<file path="src/rtl/core/ofifo_pkg.sv">
// Shared types and constants for the overwriting ring FIFO.
package ofifo_pkg;

    // Fixed field widths of the request and response words
    localparam int KIND_W = 2;
    localparam int DATA_W = 32;
    localparam int CNT_W  = 5;

    // Capacity register value after reset
    localparam logic [CNT_W-1:0] CAP_RESET = 5'd16;

    // Most response words a single batch read may produce
    localparam logic [CNT_W-1:0] RESULT_LIMIT = 5'd16;

    // Request kinds
    typedef enum logic [KIND_W-1:0] {
        KIND_WRITE = 2'd0,
        KIND_READ  = 2'd1,
        KIND_BATCH = 2'd2,
        KIND_CLEAR = 2'd3
    } kind_t;

    // Sequencer states
    typedef enum logic {
        ST_IDLE  = 1'b0,
        ST_FETCH = 1'b1
    } state_t;

    // One response word as it travels from the sequencer to the output buffer
    typedef struct packed {
        logic [DATA_W-1:0] read_data;
        logic              item_valid;
        logic              last;
        logic              status;
        logic              overwrote;
        logic [CNT_W-1:0]  fill_count;
        logic              is_empty;
        logic              is_full;
    } res_t;

endpackage

</file>
<file path="src/rtl/core/ofifo_in_if.sv">
// Request channel: valid/ready handshake with the request payload.
interface ofifo_in_if;
    import ofifo_pkg::*;

    logic              valid;
    logic              ready;
    logic [KIND_W-1:0] kind;
    logic [DATA_W-1:0] write_data;
    logic [CNT_W-1:0]  batch_max;

    modport source (output valid, output kind, output write_data, output batch_max,
                    input ready);
    modport sink   (input valid, input kind, input write_data, input batch_max,
                    output ready);
endinterface

</file>
<file path="src/rtl/core/ofifo_out_if.sv">
// Response channel: valid/ready handshake with the response payload.
interface ofifo_out_if;
    import ofifo_pkg::*;

    logic              valid;
    logic              ready;
    logic [DATA_W-1:0] read_data;
    logic              item_valid;
    logic              last;
    logic              status;
    logic              overwrote;
    logic [CNT_W-1:0]  fill_count;
    logic              is_empty;
    logic              is_full;

    modport source (output valid, output read_data, output item_valid, output last,
                    output status, output overwrote, output fill_count,
                    output is_empty, output is_full, input ready);
    modport sink   (input valid, input read_data, input item_valid, input last,
                    input status, input overwrote, input fill_count,
                    input is_empty, input is_full, output ready);
endinterface

</file>
<file path="src/rtl/core/overwriting_ring_fifo_top.sv">
// Overwriting ring FIFO: top level with entry RAM, sequencer and output buffer.
//
// A circular FIFO of up to DEPTH entries whose usable size is the capacity
// register (0 acts as 1, values above DEPTH act as DEPTH). Requests are write,
// read one, batch read and clear; a write to a full ring replaces the oldest
// entry and reports overwrote. Writing the capacity register also empties the
// ring. Write, clear, a read of an empty ring and a batch that finds nothing
// are answered with a single word at acceptance. A read or a batch first issues
// the read to the entry RAM, whose single read port with registered read data
// then delivers one word per cycle while the output buffer has room, and the
// request port is held off meanwhile. A two-word output buffer lets the next
// request in while a response word still waits. Every response word carries
// the fill count, empty and full after the whole request. There is no clearing
// pass after reset; entries read only after they are written.
module overwriting_ring_fifo_top #(
    parameter int DEPTH      = 16,
    parameter int ITEM_WIDTH = 32
) (
    input  logic                        clk,
    input  logic                        rst_n,
    input  logic                        cfg_we,
    input  logic [ofifo_pkg::CNT_W-1:0] cfg_wdata,
    ofifo_in_if.sink                    req,
    ofifo_out_if.source                 rsp
);
    import ofifo_pkg::*;

    localparam int STORE_W = (ITEM_WIDTH < DATA_W) ? ITEM_WIDTH : DATA_W;
    localparam int PTR_W   = $clog2(DEPTH);

    logic               push;
    res_t               push_res;
    res_t               out_res;
    logic               buf_full;
    logic               ram_we;
    logic [PTR_W-1:0]   ram_waddr;
    logic [STORE_W-1:0] ram_wdata;
    logic               ram_re;
    logic [PTR_W-1:0]   ram_raddr;
    logic [STORE_W-1:0] ram_rdata;

    // Entry store
    ofifo_ram #(
        .WIDTH (STORE_W),
        .DEPTH (DEPTH)
    ) u_ram (
        .clk   (clk),
        .we    (ram_we),
        .waddr (ram_waddr),
        .wdata (ram_wdata),
        .re    (ram_re),
        .raddr (ram_raddr),
        .rdata (ram_rdata)
    );

    // Pointer and count sequencer
    ofifo_ctrl #(
        .DEPTH   (DEPTH),
        .STORE_W (STORE_W)
    ) u_ctrl (
        .clk       (clk),
        .rst_n     (rst_n),
        .cfg_we    (cfg_we),
        .cfg_wdata (cfg_wdata),
        .in_valid  (req.valid),
        .in_ready  (req.ready),
        .in_kind   (req.kind),
        .in_wdata  (req.write_data),
        .in_max    (req.batch_max),
        .slot_free (!buf_full),
        .push      (push),
        .res       (push_res),
        .ram_we    (ram_we),
        .ram_waddr (ram_waddr),
        .ram_wdata (ram_wdata),
        .ram_re    (ram_re),
        .ram_raddr (ram_raddr),
        .ram_rdata (ram_rdata)
    );

    // Response buffer
    ofifo_obuf u_obuf (
        .clk       (clk),
        .rst_n     (rst_n),
        .push      (push),
        .push_res  (push_res),
        .full      (buf_full),
        .out_valid (rsp.valid),
        .out_ready (rsp.ready),
        .out_res   (out_res)
    );

    // Response payload
    assign rsp.read_data  = out_res.read_data;
    assign rsp.item_valid = out_res.item_valid;
    assign rsp.last       = out_res.last;
    assign rsp.status     = out_res.status;
    assign rsp.overwrote  = out_res.overwrote;
    assign rsp.fill_count = out_res.fill_count;
    assign rsp.is_empty   = out_res.is_empty;
    assign rsp.is_full    = out_res.is_full;

    // A word is never pushed into a full buffer
    a_no_push_when_full: assert property (@(posedge clk) disable iff (!rst_n)
        push |-> !buf_full)
        else $error("response pushed into full output buffer");

    // An overwrite leaves the ring full
    a_overwrite_full: assert property (@(posedge clk) disable iff (!rst_n)
        push && push_res.overwrote |-> push_res.is_full)
        else $error("overwrite without full ring");

    // Words without an item close their request and carry zero data
    a_noitem_last: assert property (@(posedge clk) disable iff (!rst_n)
        push && !push_res.item_valid |-> push_res.last && (push_res.read_data == '0))
        else $error("non-item word not last or data not zero");

    // Requests are held off while a read is in flight
    a_hold_off: assert property (@(posedge clk) disable iff (!rst_n)
        ram_re && !(req.valid && req.ready) |-> !req.ready)
        else $error("request accepted during a RAM read");

endmodule

</file>
<file path="src/rtl/core/ofifo_ram.sv">
// Generic single-write, single-read synchronous RAM with registered read data.
module ofifo_ram #(
    parameter int WIDTH = 32,
    parameter int DEPTH = 16,
    localparam int AW   = $clog2(DEPTH)
) (
    input  logic             clk,
    input  logic             we,
    input  logic [AW-1:0]    waddr,
    input  logic [WIDTH-1:0] wdata,
    input  logic             re,
    input  logic [AW-1:0]    raddr,
    output logic [WIDTH-1:0] rdata
);

    logic [WIDTH-1:0] mem [DEPTH];
    logic [WIDTH-1:0] rdata_reg;

    // Write port
    always_ff @(posedge clk)
    begin
        if (we)
        begin
            mem[waddr] <= wdata;
        end
    end

    // Read port, data held until the next read
    always_ff @(posedge clk)
    begin
        if (re)
        begin
            rdata_reg <= mem[raddr];
        end
    end

    assign rdata = rdata_reg;

endmodule

</file>
<file path="src/rtl/core/ofifo_ctrl.sv">
// Ring sequencer: pointers, fill count, capacity register and RAM access.
module ofifo_ctrl #(
    parameter int DEPTH   = 16,
    parameter int STORE_W = 32,
    localparam int PTR_W  = $clog2(DEPTH)
) (
    input  logic                          clk,
    input  logic                          rst_n,
    // capacity register write
    input  logic                          cfg_we,
    input  logic [ofifo_pkg::CNT_W-1:0]   cfg_wdata,
    // request side
    input  logic                          in_valid,
    output logic                          in_ready,
    input  logic [ofifo_pkg::KIND_W-1:0]  in_kind,
    input  logic [ofifo_pkg::DATA_W-1:0]  in_wdata,
    input  logic [ofifo_pkg::CNT_W-1:0]   in_max,
    // response side
    input  logic                          slot_free,
    output logic                          push,
    output ofifo_pkg::res_t               res,
    // entry RAM
    output logic                          ram_we,
    output logic [PTR_W-1:0]              ram_waddr,
    output logic [STORE_W-1:0]            ram_wdata,
    output logic                          ram_re,
    output logic [PTR_W-1:0]              ram_raddr,
    input  logic [STORE_W-1:0]            ram_rdata
);
    import ofifo_pkg::*;

    localparam int AW      = (PTR_W + 1 > CNT_W) ? PTR_W + 1 : CNT_W;
    localparam int CAP_TOP = (DEPTH < (1 << CNT_W) - 1) ? DEPTH : (1 << CNT_W) - 1;
    localparam logic [CNT_W-1:0] CAP_MAX = CAP_TOP[CNT_W-1:0];

    state_t             state_reg,  state_next;
    logic [PTR_W-1:0]   head_reg,   head_next;
    logic [PTR_W-1:0]   tail_reg,   tail_next;
    logic [CNT_W-1:0]   count_reg,  count_next;
    logic [CNT_W-1:0]   remain_reg, remain_next;
    logic [CNT_W-1:0]   cap_reg;

    logic [CNT_W-1:0]   eff_cap;
    logic               ring_full;
    logic [CNT_W-1:0]   take;
    logic [CNT_W-1:0]   wr_count;
    logic               accept;
    logic               fetch_start;
    kind_t              kind;

    // Pointer step with compare-and-subtract wrap
    function automatic logic [PTR_W-1:0] adv(input logic [PTR_W-1:0] p,
                                              input logic [CNT_W-1:0] cap);
        logic [AW-1:0] n;
        logic [AW-1:0] c;
        n = AW'(p) + AW'(1);
        c = AW'(cap);
        if (n >= c)
        begin
            n = n - c;
        end
        if (n >= c)
        begin
            n = '0;
        end
        return n[PTR_W-1:0];
    endfunction

    // Pack one response word; flags follow the given count
    function automatic res_t make_res(input logic [DATA_W-1:0] d,
                                      input logic v,
                                      input logic l,
                                      input logic s,
                                      input logic o,
                                      input logic [CNT_W-1:0] cnt,
                                      input logic [CNT_W-1:0] cap);
        res_t r;
        r.read_data  = d;
        r.item_valid = v;
        r.last       = l;
        r.status     = s;
        r.overwrote  = o;
        r.fill_count = cnt;
        r.is_empty   = (cnt == '0);
        r.is_full    = (cnt == cap);
        return r;
    endfunction

    // Effective capacity: zero acts as one, clipped to the RAM depth
    always_comb
    begin
        if (cap_reg == '0)
        begin
            eff_cap = CNT_W'(1);
        end
        else if (cap_reg > CAP_MAX)
        begin
            eff_cap = CAP_MAX;
        end
        else
        begin
            eff_cap = cap_reg;
        end
    end

    // Batch size: min(requested, held, limit)
    always_comb
    begin
        take = (in_max < count_reg) ? in_max : count_reg;
        if (take > RESULT_LIMIT)
        begin
            take = RESULT_LIMIT;
        end
    end

    assign kind      = kind_t'(in_kind);
    assign ring_full = (count_reg >= eff_cap);
    assign wr_count  = ring_full ? eff_cap : count_reg + CNT_W'(1);
    assign in_ready  = (state_reg == ST_IDLE) && slot_free;
    assign accept    = in_valid && in_ready;
    assign fetch_start = ((kind == KIND_READ) && (count_reg != '0)) ||
                         ((kind == KIND_BATCH) && (take != '0));

    // Next state
    always_comb
    begin
        state_next = state_reg;
        case (state_reg)
            ST_IDLE:
            begin
                if (accept && fetch_start)
                begin
                    state_next = ST_FETCH;
                end
            end
            ST_FETCH:
            begin
                if (slot_free && (remain_reg == CNT_W'(1)))
                begin
                    state_next = ST_IDLE;
                end
            end
            default:
            begin
                state_next = ST_IDLE;
            end
        endcase
    end

    // Datapath, RAM access and response words
    always_comb
    begin
        push        = 1'b0;
        res         = make_res('0, 1'b0, 1'b1, 1'b0, 1'b0, count_reg, eff_cap);
        ram_we      = 1'b0;
        ram_waddr   = tail_reg;
        ram_wdata   = in_wdata[STORE_W-1:0];
        ram_re      = 1'b0;
        ram_raddr   = head_reg;
        head_next   = head_reg;
        tail_next   = tail_reg;
        count_next  = count_reg;
        remain_next = remain_reg;
        case (state_reg)
            ST_IDLE:
            begin
                if (accept)
                begin
                    case (kind)
                        KIND_WRITE:
                        begin
                            // full ring: replace the oldest entry
                            ram_we     = 1'b1;
                            push       = 1'b1;
                            count_next = wr_count;
                            tail_next  = adv(tail_reg, eff_cap);
                            if (ring_full)
                            begin
                                ram_waddr = head_reg;
                                head_next = adv(head_reg, eff_cap);
                            end
                            res = make_res('0, 1'b0, 1'b1, 1'b0, ring_full,
                                           wr_count, eff_cap);
                        end
                        KIND_READ:
                        begin
                            if (count_reg == '0)
                            begin
                                push = 1'b1;
                                res  = make_res('0, 1'b0, 1'b1, 1'b1, 1'b0,
                                                count_reg, eff_cap);
                            end
                            else
                            begin
                                ram_re      = 1'b1;
                                head_next   = adv(head_reg, eff_cap);
                                count_next  = count_reg - CNT_W'(1);
                                remain_next = CNT_W'(1);
                            end
                        end
                        KIND_BATCH:
                        begin
                            if (take == '0)
                            begin
                                push = 1'b1;
                            end
                            else
                            begin
                                ram_re      = 1'b1;
                                head_next   = adv(head_reg, eff_cap);
                                count_next  = count_reg - take;
                                remain_next = take;
                            end
                        end
                        KIND_CLEAR:
                        begin
                            push       = 1'b1;
                            head_next  = '0;
                            tail_next  = '0;
                            count_next = '0;
                            res = make_res('0, 1'b0, 1'b1, 1'b0, 1'b0, '0, eff_cap);
                        end
                        default:
                        begin
                        end
                    endcase
                end
            end
            ST_FETCH:
            begin
                // emit the word held on the RAM read port, fetch the next one behind it
                if (slot_free)
                begin
                    push        = 1'b1;
                    remain_next = remain_reg - CNT_W'(1);
                    res = make_res(DATA_W'(ram_rdata), 1'b1, remain_reg == CNT_W'(1),
                                   1'b0, 1'b0, count_reg, eff_cap);
                    if (remain_reg != CNT_W'(1))
                    begin
                        ram_re    = 1'b1;
                        head_next = adv(head_reg, eff_cap);
                    end
                end
            end
            default:
            begin
            end
        endcase
    end

    // State registers; a capacity write also empties the ring
    always_ff @(posedge clk or negedge rst_n)
    begin
        if (!rst_n)
        begin
            state_reg  <= ST_IDLE;
            head_reg   <= '0;
            tail_reg   <= '0;
            count_reg  <= '0;
            remain_reg <= '0;
            cap_reg    <= CAP_RESET;
        end
        else if (cfg_we)
        begin
            cap_reg   <= cfg_wdata;
            head_reg  <= '0;
            tail_reg  <= '0;
            count_reg <= '0;
        end
        else
        begin
            state_reg  <= state_next;
            head_reg   <= head_next;
            tail_reg   <= tail_next;
            count_reg  <= count_next;
            remain_reg <= remain_next;
        end
    end

endmodule

</file>
<file path="src/rtl/core/ofifo_obuf.sv">
// Two-word output buffer between the sequencer and the response channel.
module ofifo_obuf (
    input  logic            clk,
    input  logic            rst_n,
    input  logic            push,
    input  ofifo_pkg::res_t push_res,
    output logic            full,
    output logic            out_valid,
    input  logic            out_ready,
    output ofifo_pkg::res_t out_res
);
    import ofifo_pkg::*;

    res_t       data0_reg, data0_next;
    res_t       data1_reg, data1_next;
    logic [1:0] cnt_reg,   cnt_next;
    logic       pop;

    assign out_valid = (cnt_reg != 2'd0);
    assign full      = (cnt_reg == 2'd2);
    assign pop       = out_valid && out_ready;
    assign out_res   = data0_reg;

    // Shift on pop, fill the first free slot on push
    always_comb
    begin
        data0_next = data0_reg;
        data1_next = data1_reg;
        cnt_next   = cnt_reg;
        if (pop && push)
        begin
            if (cnt_reg == 2'd1)
            begin
                data0_next = push_res;
            end
            else
            begin
                data0_next = data1_reg;
                data1_next = push_res;
            end
        end
        else if (pop)
        begin
            data0_next = data1_reg;
            cnt_next   = cnt_reg - 2'd1;
        end
        else if (push)
        begin
            if (cnt_reg == 2'd0)
            begin
                data0_next = push_res;
            end
            else
            begin
                data1_next = push_res;
            end
            cnt_next = cnt_reg + 2'd1;
        end
    end

    // Word count
    always_ff @(posedge clk or negedge rst_n)
    begin
        if (!rst_n)
        begin
            cnt_reg <= 2'd0;
        end
        else
        begin
            cnt_reg <= cnt_next;
        end
    end

    // Payload slots
    always_ff @(posedge clk)
    begin
        data0_reg <= data0_next;
        data1_reg <= data1_next;
    end

endmodule
</file>
<file path="src/flat_wrapper.sv">
// flat-port wrapper written by rule: the top's interface ports become plain ports
module overwriting_ring_fifo_top_flat import ofifo_pkg::*;
#(
    parameter int DEPTH      = 16,
    parameter int ITEM_WIDTH = 32
)
  (clk, rst_n, cfg_we, cfg_wdata, req_valid, req_kind, req_write_data, req_batch_max, req_ready, rsp_valid, rsp_read_data, rsp_item_valid, rsp_last, rsp_status, rsp_overwrote, rsp_fill_count, rsp_is_empty, rsp_is_full, rsp_ready);
  ofifo_in_if req_i ();
  ofifo_out_if rsp_i ();
  input  logic clk;
  input  logic rst_n;
  input  logic cfg_we;
  input  logic [ofifo_pkg::CNT_W-1:0] cfg_wdata;
  input wire logic [$bits(req_i.valid)-1:0] req_valid;
  input wire logic [$bits(req_i.kind)-1:0] req_kind;
  input wire logic [$bits(req_i.write_data)-1:0] req_write_data;
  input wire logic [$bits(req_i.batch_max)-1:0] req_batch_max;
  output wire logic [$bits(req_i.ready)-1:0] req_ready;
  output wire logic [$bits(rsp_i.valid)-1:0] rsp_valid;
  output wire logic [$bits(rsp_i.read_data)-1:0] rsp_read_data;
  output wire logic [$bits(rsp_i.item_valid)-1:0] rsp_item_valid;
  output wire logic [$bits(rsp_i.last)-1:0] rsp_last;
  output wire logic [$bits(rsp_i.status)-1:0] rsp_status;
  output wire logic [$bits(rsp_i.overwrote)-1:0] rsp_overwrote;
  output wire logic [$bits(rsp_i.fill_count)-1:0] rsp_fill_count;
  output wire logic [$bits(rsp_i.is_empty)-1:0] rsp_is_empty;
  output wire logic [$bits(rsp_i.is_full)-1:0] rsp_is_full;
  input wire logic [$bits(rsp_i.ready)-1:0] rsp_ready;
  assign req_i.valid = req_valid;
  assign req_i.kind = req_kind;
  assign req_i.write_data = req_write_data;
  assign req_i.batch_max = req_batch_max;
  assign req_ready = req_i.ready;
  assign rsp_valid = rsp_i.valid;
  assign rsp_read_data = rsp_i.read_data;
  assign rsp_item_valid = rsp_i.item_valid;
  assign rsp_last = rsp_i.last;
  assign rsp_status = rsp_i.status;
  assign rsp_overwrote = rsp_i.overwrote;
  assign rsp_fill_count = rsp_i.fill_count;
  assign rsp_is_empty = rsp_i.is_empty;
  assign rsp_is_full = rsp_i.is_full;
  assign rsp_i.ready = rsp_ready;
  overwriting_ring_fifo_top #(.DEPTH(DEPTH), .ITEM_WIDTH(ITEM_WIDTH)) u_core (.clk(clk), .rst_n(rst_n), .cfg_we(cfg_we), .cfg_wdata(cfg_wdata), .req(req_i), .rsp(rsp_i));
endmodule
</file>
<file path="config.mk">
export PLATFORM = sky130hd
export DESIGN_NAME = overwriting_ring_fifo_top_flat
export DESIGN_NICKNAME = d
export VERILOG_FILES = /design/src/rtl/core/ofifo_pkg.sv /design/src/rtl/core/ofifo_in_if.sv /design/src/rtl/core/ofifo_out_if.sv /design/src/rtl/core/overwriting_ring_fifo_top.sv /design/src/rtl/core/ofifo_ram.sv /design/src/rtl/core/ofifo_ctrl.sv /design/src/rtl/core/ofifo_obuf.sv /design/src/flat_wrapper.sv
export SDC_FILE = /design/constraint.sdc
export NUM_CORES = 1
export LEC_CHECK = 0
export ABC_AREA = 0
export BUFFER_PORTS_ARGS = -buffer_cell sky130_fd_sc_hd__buf_2
export CAP_MARGIN = 20
export CORE_ASPECT_RATIO = 1.25
export CORE_MARGIN = 8
export CORE_UTILIZATION = 45
export DETAILED_ROUTE_END_ITERATION = 10
export GPL_ROUTABILITY_DRIVEN = 0
export HOLD_SLACK_MARGIN = 0.15
export MAX_ROUTING_LAYER = met4
export SYNTH_ARGS = -nofsm -noshare
export SYNTH_HDL_FRONTEND = slang
export SYNTH_HIERARCHICAL = 1
export SYNTH_SLANG_ARGS = --single-unit
</file>
<file path="constraint.sdc">
create_clock -name clk -period 8.07 [get_ports clk]
set_clock_uncertainty 0.15 [all_clocks]
set_input_delay 1.2105 -clock clk [delete_from_list [all_inputs] [get_ports clk]]
set_output_delay 1.2105 -clock clk [all_outputs]
set_load 0.02 [all_outputs]
</file>
== Word-level counts from Yosys, hierarchy flattened ==
Memories as Yosys holds them, arrays and structs flattened. A register that Yosys moved wholly into a read port is not among the register bits.
Cells that the tools add are included.
W data, S select, Z words.

* Flip-flop bits (word level): 112
* Bits in latches: 0
* RAM bits: 512
* ROM bits: 0
* Output and inout port bits: 45
* Memories: 1

{| class="wikitable"
|+ Memory list
! name !! words !! bits a word !! rd ports !! clocked after Yosys merged registers in !! wr ports !! RTL line !! text
|-
| u_core.u_ram.mem || 16 || 32 || 1 || 1 || 1 || ofifo_ram.sv:16 || <nowiki>logic [WIDTH-1:0] mem [DEPTH];</nowiki>
|}

* Add/sub/neg operators: 10
* Multiply operators: 0
* Div/mod/pow operators: 0
* $lt $le $gt $ge: 11
* Eq/ne operators: 26
* Shifts and indexed selects: 0
* Multiplexer cells: 97
* Bitwise gates (word level): 3
* Reductions and logical operators: 34

{| class="wikitable"
|+ Operators by type and width
! operator !! count
|-
| $mux W43 || 11
|-
| $mux W5 || 34
|-
| $pmux W43 S2 || 1
|-
| $mux W4 || 19
|-
| $ge A5 B5 Y1 || 8
|-
| $pmux W9 S3 || 1
|-
| $logic_not A5 Y1 || 5
|-
| $pmux W5 S2 || 2
|-
| $pmux W5 S4 || 1
|-
| $mux W9 || 2
|-
| $ne A3 B3 Y1 const B || 6
|-
| $mux W1 || 16
|-
| $pmux W4 S2 || 2
|-
| $pmux W4 S4 || 1
|-
| $sub A5 B5 Y5 || 3
|-
| $ne A4 B4 Y1 const B || 3
|-
| $reduce_and A6 Y1 || 2
|-
| $add A4 B1 Y5 const B || 2
|-
| $eq A5 B5 Y1 || 2
|-
| $gt A5 B5 Y1 const B || 2
|-
| $ne A2 B2 Y1 const B || 5
|-
| $reduce_bool A5 Y1 || 2
|-
| $sub A5 B1 Y5 const B || 2
|-
| $reduce_bool A3 Y1 || 3
|-
| other kinds (24) || 46
|}

== Longest topological paths before layout ==
* Depth in word-level cells: 16
* Depth in mapped cells: 17
* Gate-level depth less buffers: 16

== By module ==
The synthesis kept the hierarchy.

{| class="wikitable"
|+ Modules (own cells, without submodules)
! module !! times used !! cells an instance !! area an instance (µm²)
|-
| ofifo_ram || 1 || 838 || 20,155.6
|-
| ofifo_ctrl || 1 || 452 || 3,702.3
|-
| ofifo_obuf || 1 || 156 || 3,439.5
|-
| overwriting_ring_fifo_top || 1 || 1 || 3.8
|}

== Worst setup path after synthesis ==
No wires, ideal clock.

* Path kind: register to register
* From: reg u_core.u_ctrl.cap_reg[4]
* To: mem u_core.u_ram.mem[0][0], enable pin
* Setup time: 0.461 ns
* Arrival time: 5.478 ns
* Required time: 7.459 ns
* Slack: 1.981 ns
* Cell stages (with the launch flop): 15
* Buffers on the path: 3
* Clock period less this slack: 6.089 ns
* Path through: dfstp_2 -> buf_4 -> inv_1 -> o21ai_0 -> inv_1 -> ha_1 -> nand2b_1 -> a21o_1 -> a221o_1 -> buf_2 -> buf_6 -> nand2_1 -> mux2_2 -> or3b_2 -> nor3_1

* Longest elaborated chain between the ends: 8
* Elaborated cells between the ends (all ways): 9
* Classes of those cells: 2 x order compare; 6 x mux; 1 x reduce/logical

{| class="wikitable"
|+ Ends and longest elaborated chain
! element !! RTL line !! text
|-
| from (decl) || ofifo_ctrl.sv:41 || <nowiki>logic [CNT_W-1:0] cap_reg;</nowiki>
|-
| from (signal assigned) || ofifo_ctrl.sv:265 || <nowiki>cap_reg <= cfg_wdata;</nowiki>
|-
| $gt A5 B5 Y1 || ofifo_ctrl.sv:96 || <nowiki>else if (cap_reg > CAP_MAX)</nowiki>
|-
| $mux W5 || ofifo_ctrl.sv:96 ||
|-
| $mux W5 (*) || ofifo_ctrl.sv:92 || <nowiki>if (cap_reg == '0)</nowiki>
|-
| $ge A5 B5 Y1 (*) || ofifo_ctrl.sv:117 || <nowiki>assign ring_full = (count_reg >= eff_cap);</nowiki>
|-
| $mux W4 (*) || ofifo_ctrl.sv:177 || <nowiki>if (ring_full)</nowiki>
|-
| $mux W4 (*) || ofifo_ctrl.sv:169 || <nowiki>case (kind)</nowiki>
|-
| $mux W4 (*) || ofifo_ctrl.sv:167 || <nowiki>if (accept)</nowiki>
|-
| $mux W4 (*) || ofifo_ctrl.sv:164 || <nowiki>case (state_reg)</nowiki>
|-
| named net u_core.ram_waddr[2] || overwriting_ring_fifo_top.sv:36 || <nowiki>logic [PTR_W-1:0] ram_waddr;</nowiki>
|-
| to (decl) || ofifo_ram.sv:16 ||
|}

Mark *: on every way through the listed nets, which the timed path passes. The rest lies on a longest branch.

== Worst setup path after layout ==
* From: reg u_core.u_ctrl.cap_reg[4]
* To: mem u_core.u_ram.mem[13][3], enable pin

The elaborated chain is that of the path after synthesis.

==> run_results.csv <==
group,metric,value,unit
global_route,grt_pass1_wl,89100,um
global_route,met1_usage,0.218,
floorplan,dieArea,68900,um2
job,cap_violations,0,
sta,final_hold_viol_count,0,
synthesis,synth-seq-cells,656,
detailed_routing,drc_errors,0,
sta,fin_hold_ws,371,ps
synthesis,ys_types,74,
global_route,overflow,0,
pwr,power.total,10.2,mW
critical_path,cp_num_buf_inv,3,
sta,drv_slew,0,
place,post_dp_cell_area,28600,um2
synthesis,syn_area,27300,um2
clock_tree,clk_path_buf_depth,3,
critical_path,worst-path-max-fanout,18,
global_route,use_met3,0.0309,
clock_tree,cts.clk_slew.worst_paths,60,ps
synthesis,ys_seq_area_frac,0.717,
detailed_routing,via_per_inst,5.74,
synthesis,synth-edff-count,630,
place,portBuffers,93,
sta,worst_pin_slew,1030,ps
global_route,antenna_found_initial,3,
detailed_routing,routed_wl,58200,um
clock_tree,post_cts_buffers,0,
synthesis,yosys-top-cells-area,"edfxtp_1 (69%), mux4_2 (11%), dfrtp_1 (2.3%), ha_1 (2.1%), a22oi_1 (1.8%)",
clock_tree,postCtsHoldBufs,0,
sta,clock.fmax,0.194,GHz
final_layout,areaGrowthSynthToFinish,12.7,%
floorplan,dieHeight,291,um
detailed_routing,wire_per_inst,24.6,um
global_route,grtUsageTotal,0.174,
synthesis,async_flop_share,0.0396,
clock_tree,clkLatencyLatePin,600,ps
clock_tree,ctsRootBufferMaster,"clkbuf_16",
critical_path,critical_path_class,"reg2reg",
sta,slew_headroom,0.316,
global_route,grt_busiest_layer,"met2",
global_route,grt_max_degree,53,
floorplan,core-area,60400,um2
final_layout,layout-drive-gt1-share,0.277,
clock_tree,htree_num_levels,3,
final_layout,largest_reg_flops,512,
floorplan,start_util,0.452,
critical_path,cp-end-kind,"flop",
synthesis,yosysTopAreaCell,"edfxtp_1",
critical_path,cp_data_arrival_time,5270,ps
detailed_routing,drtAntennaViolNets,0,
clock_tree,cts_made_buffers,66,
sta,rsz0062_at_grt,"false",
sta,fin_setup_tns,0,ps
pwr,p_per_area,333,nW/um2
synthesis,syn_inst,1447,
sta,setup_viol,0,
critical_path,crit_path_start_kind,"flop",
clock_tree,cts_tree,"yes",
floorplan,num_rows,101,
pwr,p_leak,10.4,nW
clock_tree,cts_resized,0,
global_route,grt_util_met2,0.282,
floorplan,ios,94,
final_layout,fin_area,30800,um2
outcome,outcome,"complete, no violations",
critical_path,crit_family,"simple AND/OR/NAND/NOR gates",
detailed_routing,vias,13600,
synthesis,syn_avg_cell_area,18.9,um2
critical_path,slowest_delay,650,ps
final_layout,final_util,0.509,
floorplan,dieWidth,236,um
sta,min_period_over_period,0.639,
sta,fin_crit,5150,ps
critical_path,path_cells,"inv_1, o21ai_0, inv_1, ha_1, nand2b_1, a21o_1, a221o_1, nand2_1, mux2_2, nand2b_1, nor2_4, buf_4",
pwr,ir_drop,203,uV
critical_path,slowest_stage,"nor2_4",
final_layout,nets,1639,
synthesis,yosys_warnings,6,
critical_path,required,8180,ps
synthesis,synth_top_area_frac,0.693,
detailed_routing,first_pass_iters,5,
global_route,grt_pass1_vias,14200,
place,hpwl,36100,um
min_path,min_path_type,"reg2reg",
clock_tree,clock_sinks,656,
synthesis,synth-main-ff-cell,"edfxtp_1",
detailed_routing,dr.first_iter.drc_count,975,
synthesis,syn_nets,1545,
-- layer usage --
metal | share of wire | vias up
met5 | 0 | -
met3 | 0.053 | 98
met4 | 0.032 | 0
met2 | 0.50 | 387
li1 | - | 6021
met1 | 0.42 | 7064
-- final cells by class --
class	instances	area [um2]
fill	4867	29600
sequential	656	19600
multi-input combinational	654	7140
clock buffer	90	1840
tap	772	966
timing repair buffer	124	841
clock inverter	28	248
inverter	39	146
antenna	1	2.50
-- power by group --
part | internal [mW] | total (mW) | switching, mW
Clock | 1.70 | 2.93 | 1.23
Sequential | 4.34 | 4.53 | 0.184
Combinational | 1.18 | 2.79 | 1.61
-- worst register-to-register path, stage by stage, from the launching register on --
cell      delay, ps
dfstp_2         630
inv_1           160
o21ai_0         230
inv_1           220
ha_1            330
nand2b_1        150
a21o_1          180
a221o_1         550
nand2_1         310
mux2_2          450
nand2b_1        350
nor2_4          660
buf_4           440
-- synthesized netlist by cell type, types with 5 or more instances --
library cell	instances
o21ai_0	11
o21ai_1	8
nor2_1	36
a21o_1	11
a22o_1	5
o41ai_1	5
a22oi_1	64
nand3_1	15
and3_1	39
buf_6	7
nand2_1	64
nor3_1	12
mux2_2	23
mux2i_1	10
a211oi_1	7
mux2_4	30
nor2b_1	9
buf_4	43
buf_1	10
o2111ai_1	6
mux4_2	128
dfrtp_1	25
o21a_1	7
a21oi_1	15
edfxtp_1	630
clkbuf_1	28
ha_1	46
inv_1	38
a31oi_1	7
nand2b_1	7
o211ai_1	5
xnor2_1	15
buf_2	10
-- cells by family after synthesis --
group | after synthesis | share of synthesized area
flip-flops | 656 | 0.717
AND/OR/NAND/NOR | 204 | 0.0372
multiplexers | 193 | 0.136
AO/OA/AOI/OAI | 187 | 0.0526
buffers and inverters | 137 | 0.0271
adder cells (fa/ha/maj) | 51 | 0.0241
XOR/XNOR | 19 | 0.00610
-- per-stage QoR --
step           cells  setup slack, ps
3_3_place_gp    2236             2740
4_1_cts         2359             2800
3_5_place_dp    2241             2580
5_1_grt         2364             2610
2_1_floorplan   1447             1980
6_report        2364             2920
-- path summary, 6_finish.rpt --
path / from / to / slack [ps] / depth (start not counted)
min: u_core/u_ctrl/cap_reg[0]$_DFFE_PN0P_ / u_core/u_ctrl/cap_reg[0]$_DFFE_PN0P_ / 370 / 1
min reg2reg: u_core/u_ctrl/cap_reg[0]$_DFFE_PN0P_ / u_core/u_ctrl/cap_reg[0]$_DFFE_PN0P_ / 370 / 1
max: u_core/u_ctrl/cap_reg[4]$_DFFE_PN1P_ / u_core/u_ram/mem[13][3]$_DFFE_PP_ / 2920 / 12
max reg2reg: u_core/u_ctrl/cap_reg[4]$_DFFE_PN1P_ / u_core/u_ram/mem[13][3]$_DFFE_PP_ / 2920 / 12
min in group asynchronous: rst_n / u_core/u_ctrl/count_reg[0]$_DFFE_PN0P_ / 500 / 1
max in group asynchronous: rst_n / u_core/u_ctrl/ram_raddr[1]$_DFFE_PN0P_ / 6740 / 1
-- cells in the final DEF, fill, tap and decap left out, types with 5 or more instances in the layout --
| master | instances |
|---|---|
| xnor2_1 | 15 |
| o21a_1 | 7 |
| a22o_1 | 5 |
| mux2_2 | 23 |
| o41ai_1 | 5 |
| o2111ai_1 | 6 |
| o21ai_1 | 8 |
| and3_1 | 39 |
| nand2b_1 | 7 |
| mux2i_1 | 10 |
| mux2_4 | 30 |
| clkinv_1 | 12 |
| buf_12 | 5 |
| a21o_1 | 10 |
| nand2_1 | 64 |
| edfxtp_1 | 630 |
| o21ai_0 | 10 |
| nand3_1 | 15 |
| clkbuf_16 | 69 |
| clkbuf_1 | 18 |
| nor2b_1 | 7 |
| a22oi_1 | 64 |
| mux4_2 | 128 |
| buf_4 | 22 |
| dfrtp_1 | 23 |
| a21oi_1 | 15 |
| inv_1 | 38 |
| buf_2 | 93 |
| nor2_4 | 14 |
| a211oi_1 | 7 |
| a31oi_1 | 7 |
| o211ai_1 | 5 |
| clkinv_2 | 7 |
| nor3_2 | 5 |
| nor2_1 | 22 |
| ha_1 | 46 |
| nor3_1 | 8 |
No activity file was read; power rests on OpenSTA's default activity.
